### config.mk
export PLATFORM = sky130hd
export DESIGN_NAME = form_field_value_extractor
export DESIGN_NICKNAME = d
export VERILOG_FILES = /design/src/ffve_pkg.sv /design/src/form_field_value_extractor.sv
export SDC_FILE = /design/constraint.sdc
export NUM_CORES = 1
export LEC_CHECK = 0
export ABC_AREA = 1
export BUFFER_PORTS_ARGS = -buffer_cell sky130_fd_sc_hd__buf_2
export CORE_UTILIZATION = 60
export DETAILED_ROUTE_END_ITERATION = 8
export GPL_ROUTABILITY_DRIVEN = 1
export GPL_TIMING_DRIVEN = 0
export PLACE_DENSITY_LB_ADDON = 0.25
export SKIP_LAST_GASP = 1
export SYNTH_ARGS = -nofsm -noshare
export SYNTH_HDL_FRONTEND = slang
export SYNTH_SLANG_ARGS = --single-unit
### constraint.sdc
create_clock -name clk -period 11.3 [get_ports clk]
set_input_delay 0 -clock clk [delete_from_list [all_inputs] [get_ports clk]]
set_output_delay 0 -clock clk [all_outputs]
set_load 0.05 [all_outputs]
### src/ffve_pkg.sv
// Shared types, character constants and helper functions for the form field
// value extractor. No dependencies.

package ffve_pkg;

  // Longest key the name compare walks through.
  localparam int unsigned KEY_MAX_BYTES = 8;
  localparam int unsigned LENGTH_BITS_DEFAULT = 16;

  localparam logic [7:0] CH_AMP   = 8'h26;
  localparam logic [7:0] CH_EQ    = 8'h3D;
  localparam logic [7:0] CH_PCT   = 8'h25;
  localparam logic [7:0] CH_PLUS  = 8'h2B;
  localparam logic [7:0] CH_SPACE = 8'h20;
  localparam logic [7:0] CH_W     = 8'h57;

  typedef enum logic [1:0] {
    REG_KEY_BYTES      = 2'd0,
    REG_KEY_LENGTH     = 2'd1,
    REG_VALUE_CAPACITY = 2'd2
  } reg_index_t;

  typedef enum logic [1:0] {
    ST_FOUND  = 2'd0,
    ST_PARAM  = 2'd1,
    ST_ABSENT = 2'd2,
    ST_FAIL   = 2'd3
  } status_t;

  typedef enum logic [1:0] {
    PH_SCAN  = 2'd0,
    PH_VALUE = 2'd1,
    PH_DONE  = 2'd2
  } phase_t;

  typedef enum logic [1:0] {
    ESC_NONE = 2'd0,
    ESC_HIGH = 2'd1,
    ESC_LOW  = 2'd2
  } esc_t;

  // Results of one body byte: an optional decoded byte, then an optional status.
  typedef struct packed {
    logic        has_byte;
    logic [7:0]  byte_val;
    logic        has_status;
    status_t     code;
    logic [15:0] len;
  } result_pair_t;

  function automatic logic [7:0] fold_case(input logic [7:0] c);
    logic [7:0] r;
    r = c;
    if (c >= 8'h41 && c <= 8'h5A) begin
      r = c + 8'd32;
    end
    return r;
  endfunction

  function automatic logic is_hex(input logic [7:0] c);
    return (c >= 8'h30 && c <= 8'h39) || (c >= 8'h61 && c <= 8'h66) ||
           (c >= 8'h41 && c <= 8'h46);
  endfunction

  function automatic logic [3:0] hex_value(input logic [7:0] c);
    logic [7:0] d;
    d = c - 8'h30;
    if (!(c >= 8'h30 && c <= 8'h39)) begin
      d = fold_case(c) - CH_W;
    end
    return d[3:0];
  endfunction

endpackage

### src/form_field_value_extractor.sv
// Form field value extractor: key match, percent decoding and result queue.
// Depends on ffve_pkg.

// Takes one body byte per cycle and emits the decoded value of the first field
// whose name equals the configured key (ASCII case-insensitive), then one status
// word at the final byte of each body. All per-byte work is one pass of logic
// between the accept edge and a two-entry result queue; each entry holds the
// words one byte produces. Sustained rate is one byte per cycle while results
// drain at one word per cycle; a final byte that also completes a decoded byte
// produces two words, byte word before status word. in_ready drops only when
// both queue entries are occupied. Registers sit at byte addresses 0 (key bytes),
// 8 (key length) and 16 (value capacity).

module form_field_value_extractor #(
  parameter int unsigned LENGTH_BITS = ffve_pkg::LENGTH_BITS_DEFAULT
) (
  input  logic        clk,
  input  logic        rst,
  // body stream
  input  logic        in_valid,
  output logic        in_ready,
  input  logic [7:0]  body_byte,
  input  logic        end_of_body,
  // result stream
  output logic        out_valid,
  input  logic        out_ready,
  output logic        is_status,
  output logic [7:0]  decoded_byte,
  output logic [1:0]  status_code,
  output logic [15:0] value_length,
  output logic        final_item,
  // configuration
  input  logic        psel,
  input  logic        penable,
  input  logic        pwrite,
  input  logic [4:0]  paddr,
  input  logic [63:0] pwdata,
  output logic [63:0] prdata,
  output logic        pready
);

  localparam logic [15:0] LEN_MASK16 = (LENGTH_BITS >= 16) ? 16'hFFFF :
                                       16'((32'd1 << LENGTH_BITS) - 32'd1);

  // configuration registers
  logic [63:0] key_bytes;
  logic [3:0]  key_length;
  logic [15:0] value_capacity;

  // body state
  logic                   at_field_start, at_field_start_next;
  logic                   name_matching, name_matching_next;
  logic [3:0]             compare_index, compare_index_next;
  ffve_pkg::phase_t       phase, phase_next;
  ffve_pkg::esc_t         escape_stage, escape_stage_next;
  logic [3:0]             high_nibble, high_nibble_next;
  logic [LENGTH_BITS-1:0] written_count, written_count_next;
  ffve_pkg::status_t      result_code, result_code_next;

  // result queue
  ffve_pkg::result_pair_t q [2];
  ffve_pkg::result_pair_t pair_next;
  ffve_pkg::result_pair_t head;
  logic       wr_ptr, rd_ptr;
  logic [1:0] count;
  logic       byte_sent;

  logic in_fire, out_fire, push, pop, cfg_write;

  logic [3:0]  klen;
  logic [15:0] limit;
  logic [7:0]  kb;
  logic        cand;
  logic [3:0]  idx;
  logic        over_limit;
  ffve_pkg::status_t code;

  assign pready    = 1'b1;
  assign cfg_write = psel && penable && pwrite && pready;

  always_ff @(posedge clk) begin
    if (rst) begin
      key_bytes      <= 64'd0;
      key_length     <= 4'd0;
      value_capacity <= 16'd256;
    end else if (cfg_write) begin
      case (ffve_pkg::reg_index_t'(paddr[4:3]))
        ffve_pkg::REG_KEY_BYTES:      key_bytes <= pwdata;
        ffve_pkg::REG_KEY_LENGTH:     key_length <= pwdata[3:0];
        ffve_pkg::REG_VALUE_CAPACITY: value_capacity <= pwdata[15:0];
        default: ;
      endcase
    end
  end

  always_comb begin
    case (ffve_pkg::reg_index_t'(paddr[4:3]))
      ffve_pkg::REG_KEY_BYTES:      prdata = key_bytes;
      ffve_pkg::REG_KEY_LENGTH:     prdata = {60'd0, key_length};
      ffve_pkg::REG_VALUE_CAPACITY: prdata = {48'd0, value_capacity};
      default:                      prdata = 64'd0;
    endcase
  end

  // per-byte decode
  always_comb begin
    klen = (key_length > 4'(ffve_pkg::KEY_MAX_BYTES)) ?
           4'(ffve_pkg::KEY_MAX_BYTES) : key_length;
    limit = (value_capacity == 16'd0) ? 16'd0 : value_capacity - 16'd1;
    if (limit > LEN_MASK16) begin
      limit = LEN_MASK16;
    end
    over_limit = (32'(written_count) >= 32'(limit));

    at_field_start_next = at_field_start;
    name_matching_next  = name_matching;
    compare_index_next  = compare_index;
    phase_next          = phase;
    escape_stage_next   = escape_stage;
    high_nibble_next    = high_nibble;
    written_count_next  = written_count;
    result_code_next    = result_code;

    pair_next            = '0;
    pair_next.code       = ffve_pkg::ST_FOUND;

    cand = at_field_start || name_matching;
    idx  = at_field_start ? 4'd0 : compare_index;
    kb   = key_bytes[{idx[2:0], 3'b000} +: 8];
    code = ffve_pkg::ST_ABSENT;

    case (phase)
      ffve_pkg::PH_SCAN: begin
        if (cand) begin
          if (idx >= klen) begin
            if (body_byte == ffve_pkg::CH_EQ) begin
              phase_next         = ffve_pkg::PH_VALUE;
              written_count_next = '0;
              escape_stage_next  = ffve_pkg::ESC_NONE;
            end
            cand = 1'b0;
          end else if (body_byte != ffve_pkg::CH_AMP &&
                       ffve_pkg::fold_case(body_byte) == ffve_pkg::fold_case(kb)) begin
            idx = idx + 4'd1;
          end else begin
            cand = 1'b0;
          end
        end
        name_matching_next  = cand;
        compare_index_next  = idx;
        at_field_start_next = (body_byte == ffve_pkg::CH_AMP);
      end
      ffve_pkg::PH_VALUE: begin
        if (body_byte == ffve_pkg::CH_AMP) begin
          phase_next       = ffve_pkg::PH_DONE;
          result_code_next = (escape_stage != ffve_pkg::ESC_NONE) ?
                             ffve_pkg::ST_FAIL : ffve_pkg::ST_FOUND;
        end else if (value_capacity != 16'd0) begin
          if (escape_stage == ffve_pkg::ESC_NONE) begin
            if (over_limit) begin
              phase_next       = ffve_pkg::PH_DONE;
              result_code_next = ffve_pkg::ST_FAIL;
            end else if (body_byte == ffve_pkg::CH_PCT) begin
              escape_stage_next = ffve_pkg::ESC_HIGH;
            end else begin
              pair_next.has_byte = 1'b1;
              pair_next.byte_val = (body_byte == ffve_pkg::CH_PLUS) ?
                                   ffve_pkg::CH_SPACE : body_byte;
              written_count_next = written_count + LENGTH_BITS'(1);
            end
          end else if (!ffve_pkg::is_hex(body_byte)) begin
            phase_next       = ffve_pkg::PH_DONE;
            result_code_next = ffve_pkg::ST_FAIL;
          end else if (escape_stage == ffve_pkg::ESC_HIGH) begin
            high_nibble_next  = ffve_pkg::hex_value(body_byte);
            escape_stage_next = ffve_pkg::ESC_LOW;
          end else begin
            pair_next.has_byte = 1'b1;
            pair_next.byte_val = {high_nibble, ffve_pkg::hex_value(body_byte)};
            written_count_next = written_count + LENGTH_BITS'(1);
            escape_stage_next  = ffve_pkg::ESC_NONE;
          end
        end
      end
      default: ;
    endcase

    if (end_of_body) begin
      case (phase_next)
        ffve_pkg::PH_SCAN:  code = ffve_pkg::ST_ABSENT;
        ffve_pkg::PH_VALUE: code = (escape_stage_next != ffve_pkg::ESC_NONE) ?
                                   ffve_pkg::ST_FAIL : ffve_pkg::ST_FOUND;
        default:            code = result_code_next;
      endcase
      if (value_capacity == 16'd0) begin
        code = ffve_pkg::ST_PARAM;
      end
      pair_next.has_status = 1'b1;
      pair_next.code       = code;
      pair_next.len        = (code == ffve_pkg::ST_FOUND) ? 16'(written_count_next) : 16'd0;

      // back to the start-of-body state
      at_field_start_next = 1'b1;
      name_matching_next  = 1'b0;
      compare_index_next  = 4'd0;
      phase_next          = ffve_pkg::PH_SCAN;
      escape_stage_next   = ffve_pkg::ESC_NONE;
      high_nibble_next    = 4'd0;
      written_count_next  = '0;
      result_code_next    = ffve_pkg::ST_ABSENT;
    end
  end

  assign in_ready = (count != 2'd2);
  assign in_fire  = in_valid && in_ready;
  assign push     = in_fire && (pair_next.has_byte || pair_next.has_status);

  always_ff @(posedge clk) begin
    if (rst) begin
      at_field_start <= 1'b1;
      name_matching  <= 1'b0;
      compare_index  <= 4'd0;
      phase          <= ffve_pkg::PH_SCAN;
      escape_stage   <= ffve_pkg::ESC_NONE;
      high_nibble    <= 4'd0;
      written_count  <= '0;
      result_code    <= ffve_pkg::ST_ABSENT;
    end else if (in_fire) begin
      at_field_start <= at_field_start_next;
      name_matching  <= name_matching_next;
      compare_index  <= compare_index_next;
      phase          <= phase_next;
      escape_stage   <= escape_stage_next;
      high_nibble    <= high_nibble_next;
      written_count  <= written_count_next;
      result_code    <= result_code_next;
    end
  end

  // result queue: the byte word of an entry goes out before its status word
  assign head      = q[rd_ptr];
  assign out_valid = (count != 2'd0);
  assign out_fire  = out_valid && out_ready;
  assign pop       = out_fire && !(head.has_byte && head.has_status && !byte_sent);

  always_comb begin
    if (head.has_byte && !byte_sent) begin
      is_status    = 1'b0;
      decoded_byte = head.byte_val;
      status_code  = ffve_pkg::ST_FOUND;
      value_length = 16'd0;
      final_item   = 1'b0;
    end else begin
      is_status    = 1'b1;
      decoded_byte = 8'd0;
      status_code  = head.code;
      value_length = head.len;
      final_item   = 1'b1;
    end
  end

  always_ff @(posedge clk) begin
    if (rst) begin
      wr_ptr    <= 1'b0;
      rd_ptr    <= 1'b0;
      count     <= 2'd0;
      byte_sent <= 1'b0;
    end else begin
      if (push) begin
        wr_ptr <= ~wr_ptr;
      end
      if (pop) begin
        rd_ptr <= ~rd_ptr;
      end
      count <= count + {1'b0, push} - {1'b0, pop};
      // mark the byte word as taken, hold the status word of that entry
      if (pop) begin
        byte_sent <= 1'b0;
      end else if (out_fire) begin
        byte_sent <= 1'b1;
      end
    end
  end

  always_ff @(posedge clk) begin
    if (push) begin
      q[wr_ptr] <= pair_next;
    end
  end

endmodule

## Yosys cells after proc, flatten, opt, wreduce, memory -nomap -nowiden

Memory sizes are Yosys's and may differ from the RTL's. A register that Yosys moved wholly into a read port is not among the register bits.
Cells that the tools add are included.

| operators by class | value |
|---|---|
| shift-type cells | 1 |
| add/subtract/negate cells | 10 |
| eq/ne operators | 14 |
| reduce and logical (&&, ||, !) cells | 42 |
| divide/modulo/power cells | 0 |
| multiply operators | 0 |
| multiplexer cells | 112 |
| bitwise gates (word level) | 2 |
| order comparisons | 13 |

Operators with widths:

| operator | number |
|---|---|
| 16-bit two-way mux | 15 |
| 64-bit case mux with 3 select lines | 1 |
| 4-bit two-way mux | 29 |
| 8-bit two-way mux | 10 |
| 9-bit two-way mux | 8 |
| 2-bit two-way mux | 32 |
| 64-bit by 7-bit indexed part select with 8-bit output | 1 |
| 8-bit by 6-bit equality test with 1-bit output, second input constant | 4 |
| 8-bit by 7-bit less-or-equal comparator with 1-bit output, second input constant | 4 |
| 16-bit case mux with 2 select lines | 1 |
| 8-bit by 7-bit greater-or-equal comparator with 1-bit output, second input constant | 3 |
| 19-bit two-way mux | 1 |
| 16-bit by 1-bit adder with 16-bit output, second input constant | 1 |
| 8-bit by 6-bit adder with 8-bit output, second input constant | 2 |
| 16-bit greater-or-equal comparator | 1 |
| 16-bit greater-than comparator, second input constant | 1 |
| 16-bit zero test | 1 |
| 16-bit nonzero test | 1 |
| 2-bit nonzero test | 8 |
| 16-bit by 1-bit subtractor with 16-bit output, second input constant | 1 |
| 1-bit logical AND | 15 |
| 1-bit two-way mux | 12 |
| 2-bit case mux with 2 select lines | 3 |
| 2-bit zero test | 5 |
| other kinds (20) | 34 |

| word-level totals | value |
|---|---|
| output and inout bits | 95 |
| bits in latches | 0 |
| logic and storage cells | 210 |
| RAM bits | 56 |
| memories | 1 |
| register bits after elaboration | 121 |
| input bits | 85 |
| ROM bits | 0 |

Memory list:

| memory | words | width | rd ports | clocked after memory_dff | write ports | line | source |
|---|---|---|---|---|---|---|---|
| q | 2 | 28 | 1 | 1 | 1 | form_field_value_extractor.sv:61 | `ffve_pkg::result_pair_t q [2];` |

## Longest topological paths before layout

Gate-level depths: netlist (run 1).

| logic depth | value |
|---|---|
| depth in word-level cells | 22 |
| mapped depth | 28 |
| gate-level depth less buffers | 27 |

## Least setup slack after synthesis (run 1)

No wires, ideal clock.

| timing | value |
|---|---|
| path kind | reg2reg |
| from | register value_capacity[2] |
| to | memory q[0][0] (netlist name) (enable) |
| arrival time | 4.128 ns |
| stages on the path, launching flop included | 20 |
| library setup time | 0.413 ns |
| setup slack | 6.759 ns |
| period minus slack after synthesis | 4.541 ns |
| path buffers | 0 |
| path through | dfxtp_1 -> nor2_1 -> nand2_1 -> nor3_1 -> nand3_1 -> nor3_1 -> xor2_1 -> nand2_1 -> ha_1 -> nand2_1 -> inv_1 -> o21ai_0 -> nand2_1 -> a21oi_1 -> nand4_1 -> nand2_1 -> nand2_1 -> nor2_4 -> o21ai_1 -> nor2_1 |

RTL lines:

| element | line | source |
|---|---|---|
| start: declaration | form_field_value_extractor.sv:48 | `logic [15:0] value_capacity;` |
| start signal: assignment | form_field_value_extractor.sv:90 | `ffve_pkg::REG_VALUE_CAPACITY: value_capacity <= pwdata[15:0];` |
| end: declaration | form_field_value_extractor.sv:61 |  |

==> metrics.csv, run 1 <==
metric,value,unit
clk slew on worst S/H paths,70,ps
synthesis-stage register bit count,178,
clock root cell,clkbuf_16,
worst slew margin relative to its limit,40.4,%
maximum VDD drop,148,µV
power per cell area,130,nW/µm²
WL/cell,17.0,µm
sequential cell area,4120,µm²
DIE WIDTH,136,µm
period utilization,45.9,%
Initial Util,61.8,%
synthesized instance count,1595,
status,finished clean,
# DRC,0,
synth warn,0,
Final Hold Fails,0,
first-pass GRT wire length,54900,µm
Via density,5.79,
DR vias,12100,
Cells on Worst Hold Path,4,
Max Root-Sink Buffers,2,
Fin Clk Skew,18.3,ps
vias in the first global route,11000,
WS Path Type,reg2reg,
sequential area share after synthesis,38.5,%
antenna violations before repair,0,
r2r setup slk,6120,ps
"Primary FF master, synth",dfxtp_1,
fraction of registers with async set/reset,0,%
# fillers,1347,
final setup fails,0,
Routed WL,35500,µm
CTS tree,built,
Final GP Congestion,0.963,
Hold WC Path Type,in2reg,
Mapped Avg Cell Area,6.72,µm²
Post-Syn Area,10700,µm²
antenna-violating nets left,0,
Critical Path AT,5530,ps
dpl hpwl,24800,µm
std cell rows,48,
"Net count, final",1972,
Max Fclk,0.193,GHz
dpl cell area,11900,µm²
final std cells w/o fill,2091,
largest net degree at the start of global routing,20,
CTS H-tree depth,4,
Inst Count DP,1993,
"commonest non-fill, non-tap cell in the layout",nand2_1,
Util after Layout,75.6,%
Post-synth EDFFs,56,
die area,18400,µm²
Area Growth Syn to Fin,22.5,%
count of cell types in the netlist,46,
# resized after CTS,0,
Slew Limit Fails,0,
CP max FO,6,
clock buffer count from CTS,17,
most frequent cells in the layout,"nand2_1 (390), inv_1 (181), buf_2 (180), nor2_1 (178), a21oi_1 (155)",
worst min-delay path startpoint,in_valid,
Max Cap Viol,0,
Final Instance Area,13100,µm²
CP endpoint kind,flip-flop,
RSZ-0062 raised after global routing,false,
worst slew pin tran,888,ps
TNS Setup,0,ps
Worst Hold End,phase[1]$_SDFFE_PP0P_,
grt ovf,0,
I/O pin cnt,180,
leakage,5.94,nW
R2R cell count,24,
reg-to-reg critical path startpoint,value_capacity[2]$_SDFFE_PP0P_,
WP data required,11650,ps
Multi-input gate area,5530,µm²
1st-iter DRT viols,1264,
chip height,136,µm
total core area,17400,µm²
ANT cells,0,
Port Buffer Count,171,
clk sinks,178,
post-layout min period,5180,ps
layout cells sized above 1,13.6,%
Total GRT Usage,38.4,%
Clock Latency Late Sink,440,ps
Syn Nets,1714,
Crit Reg-Reg Endpoint,count[1]$_SDFF_PP0_,
drt pass-1 iters,9,
CP startpoint kind,flip-flop,
==> cells in the mapped netlist, drive strengths merged (4+ instances only) <==
library cell / count / share of area (%)
o22ai: 5 / 0.29
buf: 25 / 1.5
dfxtp: 122 / 23
or2: 4 / 0.23
nand4: 14 / 0.82
nand2: 394 / 14
nor2: 186 / 6.8
edfxtp: 56 / 16
a21oi: 155 / 7.2
xor2: 14 / 1.1
clkbuf: 52 / 1.8
ha: 34 / 4.0
nand3: 144 / 6.9
inv: 188 / 6.6
nor3: 24 / 1.2
o21ai: 144 / 6.7
==> flip-flops by register name (all words and copies together), names as in the netlist, named ones only <==
signal and cells:
at_field_start 1, byte_sent 1, escape_stage 2, q 56, result_code 2, written_count 16, count 2, value_capacity 16
compare_index 4, wr_ptr 1, rd_ptr 1, key_bytes 64, phase 2, name_matching 1, high_nibble 4, key_length 4
==> kinds of logic (layout without fill, tap and decap cells) <==
logic type / count (synthesis) / after routing / share of synthesized area, %
xor+xnor: 15 / 15 / 1.23
compound gates: 329 / 329 / 16.1
other cells: 1 / 1 / 0.0350
simple gates: 770 / 770 / 30.1
buf+inv: 267 / 538 / 9.98
mux: 1 / 1 / 0.0934
fa+ha+maj: 34 / 34 / 3.97
flops: 178 / 178 / 38.5
==> worst max-delay path, stage by stage (launching register included) <==
cell and delay [ps]:
dfxtp_1 400, nor2_1 120, nand2_1 80, nor3_1 320, nand3_1 180, nor3_1 450, xor2_1 190, nand2_1 70
ha_1 290, nand2_1 50, inv_1 60, nand3_1 60, nor3_1 290, nand3_1 200, nand4_1 220, nand2_1 200
nand2_1 320, nor2_4 120, o21ai_1 420, ha_1 320, inv_1 60, ha_1 150, xor2_1 220, o21ai_0 120
a21oi_1 180
==> worst max-delay path by stage <==
stage	start	endpoint
6_report	value_capacity[2]$_SDFFE_PP0P_	count[1]$_SDFF_PP0_
3_3_place_gp	value_capacity[2]$_SDFFE_PP0P_	q[0][15]$_DFFE_PP_
3_5_place_dp	value_capacity[2]$_SDFFE_PP0P_	count[1]$_SDFF_PP0_
5_1_grt	value_capacity[2]$_SDFFE_PP0P_	count[1]$_SDFF_PP0_
2_1_floorplan	value_capacity[2]$_SDFFE_PP0P_	q[0][0]$_DFFE_PP_
4_1_cts	value_capacity[2]$_SDFFE_PP0P_	count[1]$_SDFF_PP0_
==> per-stage QoR <==
stage          total power [mW]  hold slack, ps  setup slack [ps]
6_report                   1.71            12.2              6120
5_1_grt                    1.77            43.2              5730
4_1_cts                    1.70            7.72              6170
3_5_place_dp               1.11             248              6230
3_3_place_gp               1.10             241              5320
2_1_floorplan              1.01            98.9              6760
==> power by group <==
group | internal, mW | switching, mW
Sequential | 0.686 | 0.0143
Combinational | 0.113 | 0.310
Clock | 0.319 | 0.270
Total | 1.12 | 0.594
==> routing by layer <==
metal  vias up  global-route usage, %  routed length (µm)
met1      5425                   46.7               13600
met2       797                   66.2               16800
li1       5740                      -                   -
met3       136                   5.57                3480
met5         -                      0                   0
met4         0                   18.5                1590
==> repair_timing <==
action / CTS / global route
buffers inserted: 0 / 0
hold endpoints to repair: 87 / 0
hold buffers: 66 / 0
setup endpoints to repair: 0 / 0
==> final cells by class <==
class / instances / share of cell area [%]
clock buffer: 19 / 3.45
clock inverter: 13 / 0.943
buffer: 77 / 2.72
sequential: 178 / 31.4
timing repair buffer: 239 / 11.8
multi-input combinational: 1150 / 42.1
tap: 225 / 2.14
inverter: 190 / 5.43
No activity file was read; power rests on OpenSTA's default activity.
==> run 2, diff against run 1 <==
--- a/config.mk
+++ b/config.mk
@@ -5,9 +5,9 @@
 export SDC_FILE = /design/constraint.sdc
 export NUM_CORES = 1
 export LEC_CHECK = 0
-export ABC_AREA = 1
+export ABC_AREA = 0
 export BUFFER_PORTS_ARGS = -buffer_cell sky130_fd_sc_hd__buf_2
-export CORE_UTILIZATION = 60
+export CORE_UTILIZATION = 51
 export DETAILED_ROUTE_END_ITERATION = 8
 export GPL_ROUTABILITY_DRIVEN = 1
 export GPL_TIMING_DRIVEN = 0
==> constraint.sdc (replaced) <==
create_clock -name clk -period 4.3 [get_ports clk]
set_input_delay 0 -clock clk [delete_from_list [all_inputs] [get_ports clk]]
set_output_delay 0 -clock clk [all_outputs]
set_load 0.05 [all_outputs]
==> metrics.csv, run 2 <==
metric,value,unit,change
layout cells sized above 1,21.4,%,was 13.6%
antenna violations before repair,0,,unchanged
WS Path Type,reg2reg,,unchanged
CP Cell Sequence,"or4_4, nor4b_4, nand2b_1, buf_4, nor4_2, mux2i_1, ha_1, nand4_1, a21o_1, and3_1, or2_4, o211ai_1, buf_4, a21boi_4, o311ai_4, buf_4, o21ba_4",,"was nor2_1, nand2_1, nor3_1, nand3_1, nor3_1, xor2_1, nand2_1, ha_1, nand2_1, inv_1, nand3_1, nor3_1, nand3_1, nand4_1, nand2_1, nand2_1, nor2_4, o21ai_1, ha_1, inv_1, ha_1, xor2_1, o21ai_0, a21oi_1"
dpl hpwl,21700,µm,was 24800 µm
final setup fails,32,,was 0
Hold WC Path Type,in2reg,,unchanged
synthesis-stage register bit count,178,,unchanged
Clock Latency Late Sink,440,ps,about the same
Final Hold Fails,0,,unchanged
vias in the first global route,9467,,was 11000
most frequent cells in the layout,"nand2_1 (226), buf_2 (181), a21oi_1 (121), dfxtp_1 (118), nor2_1 (113)",,"was nand2_1 (390), inv_1 (181), buf_2 (180), nor2_1 (178), a21oi_1 (155)"
std cell rows,51,,was 48
sequential area share after synthesis,40.8,%,was 38.5%
CP peak stage delay,550,ps,was 450 ps
count of cell types in the netlist,78,,was 46
clock buffer count from CTS,17,,unchanged
CTS tree,built,,unchanged
"Most flops, register",key_bytes,,unchanged
total core area,19500,µm²,was 17400 µm²
synth warn,0,,unchanged
clock root cell,clkbuf_16,,unchanged
"top cells by area, synth","dfxtp_1 (24%), edfxtp_1 (17%), nand2_1 (8.5%)",,"was dfxtp_1 (23%), edfxtp_1 (16%), nand2_1 (14%)"
WL/cell,17.6,µm,was 17.0 µm
Post-synth EDFFs,56,,unchanged
failing checks,setup timing,,
CTS H-tree depth,4,,unchanged
Post-Syn Area,10100,µm²,was 10700 µm²
Crit Reg-Reg Endpoint,q[0][10]$_DFFE_PP_,,was count[1]$_SDFF_PP0_
Max Fclk,0.227,GHz,was 0.193 GHz
antenna-violating nets left,0,,unchanged
power per cell area,330,nW/µm²,was 130 nW/µm²
ANT cells,0,,unchanged
largest net degree at the start of global routing,17,,was 20
Compound-Gate Fraction of Synth Area,15.7,%,was 16.1%
most frequent cell after synthesis,nand2_1,,unchanged
"Net count, final",1605,,was 1972
worst slew pin tran,1050,ps,was 888 ps
Critical Path Sink,q[0][10]$_DFFE_PP_,,was count[1]$_SDFF_PP0_
largest registers,"key_bytes: 64 flops, q: 56 flops",,unchanged
simple-gate portion of the synthesized area,24.6,%,was 30.1%
crit path launch,value_capacity[7]$_SDFFE_PP0P_,,was value_capacity[2]$_SDFFE_PP0P_
first-pass GRT wire length,48900,µm,was 54900 µm
Slew Limit Fails,0,,unchanged
Initial Util,52.0,%,was 61.8%
most frequent cell on the critical path,buf_4,,was nand2_1
Place WS,-787,ps,was 6230 ps
most frequent cells after synthesis,"nand2_1 (229), a21oi_1 (127), dfxtp_1 (122)",,"was nand2_1 (390), inv_1 (181), nor2_1 (180)"
I/O pin cnt,180,,unchanged
dominant cell type by area after synthesis,dfxtp_1,,unchanged
Max Cap Viol,0,,unchanged
synthesized instance count,1203,,was 1595
worst min-delay path startpoint,body_byte[3],,was in_valid
total power,4.33,mW,was 1.71 mW
Max Root-Sink Buffers,2,,unchanged
"commonest non-fill, non-tap cell in the layout",nand2_1,,unchanged
Port Buffer Count,171,,unchanged
grt ovf,0,,unchanged
WP data required,4500,ps,was 11650 ps
Total GRT Usage,31.2,%,was 38.4%
post-layout min period,4400,ps,was 5180 ps
DR vias,10100,,was 12100
"Primary FF master, synth",dfxtp_1,,unchanged
period utilization,102,%,was 45.9%
CP startpoint kind,flip-flop,,unchanged
r2r setup slk,-100,ps,was 6120 ps
chip height,143,µm,was 136 µm
# DRC,0,,unchanged
CP endpoint kind,flip-flop,,unchanged
Synth Area in XOR/XNOR,2.68,%,was 1.23%
Worst path slowest cell,or4_4,,was nor3_1
largest family of logic cells by synthesized area,simple AND/OR/NAND/NOR gates,,unchanged
Syn Nets,1322,,was 1714
drt pass-1 iters,5,,was 9
Fin Clk Skew,9.41,ps,was 18.3 ps
die area,20400,µm²,was 18400 µm²
clk slew on worst S/H paths,70,ps,about the same
DIE WIDTH,143,µm,was 136 µm
Final GP Congestion,0.939,,was 0.963
Via density,5.71,,was 5.79
Area Growth Syn to Fin,29.7,%,was 22.5%
CP max FO,5,,was 6
RSZ-0062 raised after global routing,true,,was false
clk sinks,178,,unchanged
post-synthesis mux area share,7.78,%,was 0.0934%
maximum VDD drop,297,µV,was 148 µV
worst setup margin,-96.4,ps,was 6120 ps
1st-iter DRT viols,910,,was 1264
reg-to-reg critical path startpoint,value_capacity[7]$_SDFFE_PP0P_,,was value_capacity[2]$_SDFFE_PP0P_
R2R cell count,17,,was 24
final hold slack,69.0,ps,was 12.2 ps
TNS Setup,-1760,ps,was 0 ps
worst slew margin relative to its limit,29.4,%,was 40.4%
Critical Path AT,4590,ps,was 5530 ps
Routed WL,31100,µm,was 35500 µm
status,finished with violations,,was finished clean
leakage,5.19,nW,was 5.94 nW
Post-Synth Adder-Cell Area,4.21,%,was 3.97%
max reg flops,64,,unchanged
fraction of registers with async set/reset,0,%,unchanged
top cell type's share of synthesized area,24.1,%,was 22.8%
Mapped Avg Cell Area,8.41,µm²,was 6.72 µm²
## run 2: power by group
group / leakage (nW) / internal, mW / switching (mW)
Sequential: 1.53 / 1.79 / 0.0291
Combinational: 3.37 / 0.317 / 0.665
Clock: 0.289 / 0.823 / 0.707
## run 2: what timing repair did
item	in CTS	in global routing
hold buffers	66	0
gates resized for setup	32	17
pin swaps	24	21
gates cloned	2	0
endpoints found under the setup margin	121	68
setup buffers	23	3
hold endpoints to repair	87	0
## run 2: per-stage QoR
step | utilization (%) | area, µm² | cells
3_3_place_gp | 58.4 | 11400 | 1639
6_report | 67.4 | 13100 | 1764
5_1_grt | 67.4 | 13100 | 1764
2_1_floorplan | - | 10200 | 1203
3_5_place_dp | 58.4 | 11400 | 1639
4_1_cts | 66.6 | 13000 | 1761
## run 2: worst min-delay path by stage
stage	endpoint	slack (ps)	cells after the start
after detailed placement	key_bytes[24]$_SDFFE_PP0P_	250	3
after global placement	q[1][18]$_DFFE_PP_	240	1
after CTS	phase[0]$_SDFFE_PP0P_	60	5
final	phase[0]$_SDFFE_PP0P_	70	5
after global routing	q[1][22]$_DFFE_PP_	90	3
after floorplan	q[0][18]$_DFFE_PP_	100	0
## run 2: area by class of cell
type | count | area (µm²)
Buffer | 74 | 359
Multi-Input combinational cell | 923 | 5840
Clock buffer | 18 | 439
Clock inverter | 14 | 128
Inverter | 29 | 109
Timing Repair Buffer | 263 | 1780
Fill cell | 1596 | 6340
Tap cell | 265 | 332
Sequential cell | 178 | 4130
## run 2: layer usage
layer | GRT usage (%) | wire, µm | vias to the layer above | part of all wire [%]
met2 | 53.2 | 14900 | 531 | 48
met4 | 13.5 | 1010 | 0 | 3.2
met1 | 39.1 | 12900 | 4678 | 41
li1 | - | - | 4788 | -
met3 | 4.69 | 2250 | 76 | 7.2
met5 | 0 | 0 | - | 0
## run 2: cells by family (layout without fill, tap and decap cells)
| family | after synthesis | in the layout |
|---|---|---|
| multiplexers | 70 | 70 |
| adder cells (fa/ha/maj) | 34 | 34 |
| flip-flops | 178 | 178 |
| other | 1 | 1 |
| AND/OR/NAND/NOR | 530 | 532 |
| AO/OA/AOI/OAI | 255 | 255 |
| buffers and inverters | 104 | 398 |
| XOR/XNOR | 31 | 31 |
## run 2: critical path, delay by kind of cell, from the launching register on
kind,cells,cell delay [ps]
AND/OR/NAND/NOR,7,1870
AO/OA/AOI/OAI,5,950
buffers and inverters,3,520
flip-flops,1,320
multiplexers,1,150
adder cells (fa/ha/maj),1,350
==> run 3, diff against run 2 <==
--- a/config.mk
+++ b/config.mk
@@ -12,6 +12,7 @@
 export GPL_ROUTABILITY_DRIVEN = 1
 export GPL_TIMING_DRIVEN = 0
 export PLACE_DENSITY_LB_ADDON = 0.25
+export SETUP_SLACK_MARGIN = 0.15
 export SKIP_LAST_GASP = 1
 export SYNTH_ARGS = -nofsm -noshare
 export SYNTH_HDL_FRONTEND = slang
==> metrics.csv, run 3 (synthesis results as in run 2) <==
metric,value,unit,change
ANT cells,0,,unchanged
Final Hold Fails,0,,unchanged
CTS H-tree depth,4,,unchanged
failing checks,setup timing,,unchanged
I/O pin cnt,180,,unchanged
period utilization,103,%,was 102%
largest registers,"key_bytes: 64 flops, q: 56 flops",,unchanged
most frequent cells in the layout,"nand2_1 (226), buf_2 (179), dfxtp_1 (120), a21oi_1 (114), nor2_1 (111)",,"was nand2_1 (226), buf_2 (181), a21oi_1 (121), dfxtp_1 (118), nor2_1 (113)"
clk slew on worst S/H paths,70,ps,about the same
antenna-violating nets left,0,,unchanged
WP data required,4480,ps,was 4500 ps
clk sinks,178,,unchanged
first-pass GRT wire length,48300,µm,was 48900 µm
final setup fails,34,,was 32
vias in the first global route,9430,,was 9467
post-layout min period,4430,ps,was 4400 ps
WL/cell,17.7,µm,was 17.6 µm
CP max FO,3,,was 5
drt pass-1 iters,5,,unchanged
power per cell area,326,nW/µm²,was 330 nW/µm²
Area Growth Syn to Fin,31.3,%,was 29.7%
Slew Limit Fails,0,,unchanged
# fillers,1525,,was 1596
"Net count, final",1610,,was 1605
CP Cell Sequence,"or4_4, nor4b_4, buf_4, nand2b_4, nor2_4, mux2i_2, ha_1, a21o_1, a21o_1, a21oi_2, nand4_1, a21oi_2, o21ai_2, a211o_1, a21boi_4, o311ai_4, buf_6, o21ba_4",,"was or4_4, nor4b_4, nand2b_1, buf_4, nor4_2, mux2i_1, ha_1, nand4_1, a21o_1, and3_1, or2_4, o211ai_1, buf_4, a21boi_4, o311ai_4, buf_4, o21ba_4"
"Most flops, register",key_bytes,,unchanged
worst slew pin tran,948,ps,was 1050 ps
sequential share of power,42.0,%,about the same
DR vias,10100,,about the same
clock root cell,clkbuf_16,,unchanged
clock buffer count from CTS,17,,unchanged
CP peak stage delay,550,ps,about the same
Routed WL,31400,µm,was 31100 µm
layout cells sized above 1,22.5,%,was 21.4%
largest delay contributor family on the critical path,compound AO/OA/AOI/OAI gates,,was simple AND/OR/NAND/NOR gates
Net Sw Frac,32.5,%,was 32.4%
dpl hpwl,21600,µm,was 21700 µm
DIE WIDTH,143,µm,unchanged
Hold WC Path Type,in2reg,,unchanged
worst setup margin,-135,ps,was -96.4 ps
Via density,5.70,,was 5.71
CTS tree,built,,unchanged
RSZ-0062 raised after global routing,true,,unchanged
Port Buffer Count,171,,unchanged
Switch Pwr,1.40,mW,about the same
Initial Util,52.0,%,unchanged
internal power,2.92,mW,was 2.93 mW
Worst path slowest cell,or4_4,,unchanged
Gate power share,23.1,%,was 22.7%
std cell rows,51,,unchanged
total core area,19500,µm²,unchanged
largest net degree at the start of global routing,17,,unchanged
"commonest non-fill, non-tap cell in the layout",nand2_1,,unchanged
Place WS,-582,ps,was -787 ps
Critical Path AT,4620,ps,was 4590 ps
# DRC,0,,unchanged
Final GP Congestion,0.973,,was 0.939
max reg flops,64,,unchanged
WS Path Type,reg2reg,,unchanged
grt ovf,0,,unchanged
Max Fclk,0.225,GHz,was 0.227 GHz
Clock Latency Late Sink,440,ps,about the same
Fin Clk Skew,12.4,ps,was 9.41 ps
Max Root-Sink Buffers,2,,unchanged
leakage,5.21,nW,was 5.19 nW
worst path bufs/invs,2,,was 3
worst slew margin relative to its limit,36.5,%,was 29.4%
final hold slack,70.0,ps,was 69.0 ps
die area,20400,µm²,unchanged
antenna violations before repair,0,,unchanged
status,finished with violations,,unchanged
CP startpoint kind,flip-flop,,unchanged
Total GRT Usage,30.6,%,was 31.2%
maximum VDD drop,298,µV,was 297 µV
1st-iter DRT viols,896,,was 910
Max Cap Viol,0,,unchanged
CP endpoint kind,flip-flop,,unchanged
clock share of power,34.8,%,was 35.4%
chip height,143,µm,unchanged
[run 3: cell count changes in the layout (fill, tap and decap cells not counted), sizes merged]
| cell | change |
|---|---|
| inv | -3 |
| clkinvlp | +3 |
| clkbuf | -1 |
| buf | +6 |
[run 3: path summary, 6_finish.rpt]
kind / from / slack (ps) / endpoint / cells after the start
max: value_capacity[5]$_SDFFE_PP0P_ / -130 / q[1][10]$_DFFE_PP_ / 18
min: body_byte[0] / 70 / high_nibble[0]$_SDFFE_PP0P_ / 5
max reg2reg: value_capacity[5]$_SDFFE_PP0P_ / -130 / q[1][10]$_DFFE_PP_ / 18
min reg2reg: name_matching$_SDFFE_PP0P_ / 450 / name_matching$_SDFFE_PP0P_ / 2
[run 3: power groups by stage]
stage | Clock (mW) | Combinational, mW | Sequential [mW]
after global placement | 0 | 0.877 | 1.85
after CTS | 1.51 | 0.972 | 1.82
final | 1.51 | 1.00 | 1.82
after detailed placement | 0 | 0.888 | 1.85
after floorplan | 0 | 0.667 | 1.84
after global routing | 1.59 | 1.08 | 1.82
[run 3: worst register-to-register path, cell delays in order, from the launching register on]
cell and delay [ps]:
dfxtp_4 340, or4_4 550, nor4b_4 260, buf_4 180, nand2b_4 70, nor2_4 100
mux2i_2 250, ha_1 270, a21o_1 190, a21o_1 180, a21oi_2 170, nand4_1 130
a21oi_2 170, o21ai_2 90, a211o_1 300, a21boi_4 160, o311ai_4 430, buf_6 190
o21ba_4 170
[run 3: cell type report]
| cell class | instances | area, µm² | share of cell area (%) |
|---|---|---|---|
| Buffer | 74 | 379 | 2.86 |
| Tap cell | 265 | 332 | 2.50 |
| Sequential cell | 178 | 4130 | 31.1 |
| Multi-Input combinational cell | 923 | 5940 | 44.8 |
| Clock inverter | 14 | 129 | 0.971 |
| Clock buffer | 18 | 429 | 3.23 |
| Inverter | 29 | 109 | 0.820 |
| Timing Repair Buffer | 268 | 1820 | 13.7 |
[run 3: repair_timing]
item / in CTS / in global routing
hold endpoints to repair: 88 / 0
gates cloned: 2 / 0
pin swaps: 22 / 16
gates resized for setup: 30 / 54
buffers inserted: 24 / 8
hold buffers: 66 / 0
setup endpoints to repair: 120 / 121
[run 3: metrics by stage]
stage               TNS, ps  util, %  instance area (µm²)  total power [mW]  std cells
finish                -1560     68.2                13300              4.33       1769
detailed placement   -43830     58.6                11400              2.74       1639
global placement     -39270     58.5                11400              2.73       1639
global route          -9520     68.2                13300              4.49       1769
CTS                   -1070     66.8                13000              4.29       1763
floorplan                 0        -                10200              2.51       1203
[run 3: per-layer routing]
layer	share of wire, %	vias up	GRT usage [%]
li1	-	4813	-
met1	41	4664	37.8
met2	48	516	52.0
met3	7.0	94	4.90
met4	4.1	0	15.0
met5	0	-	0
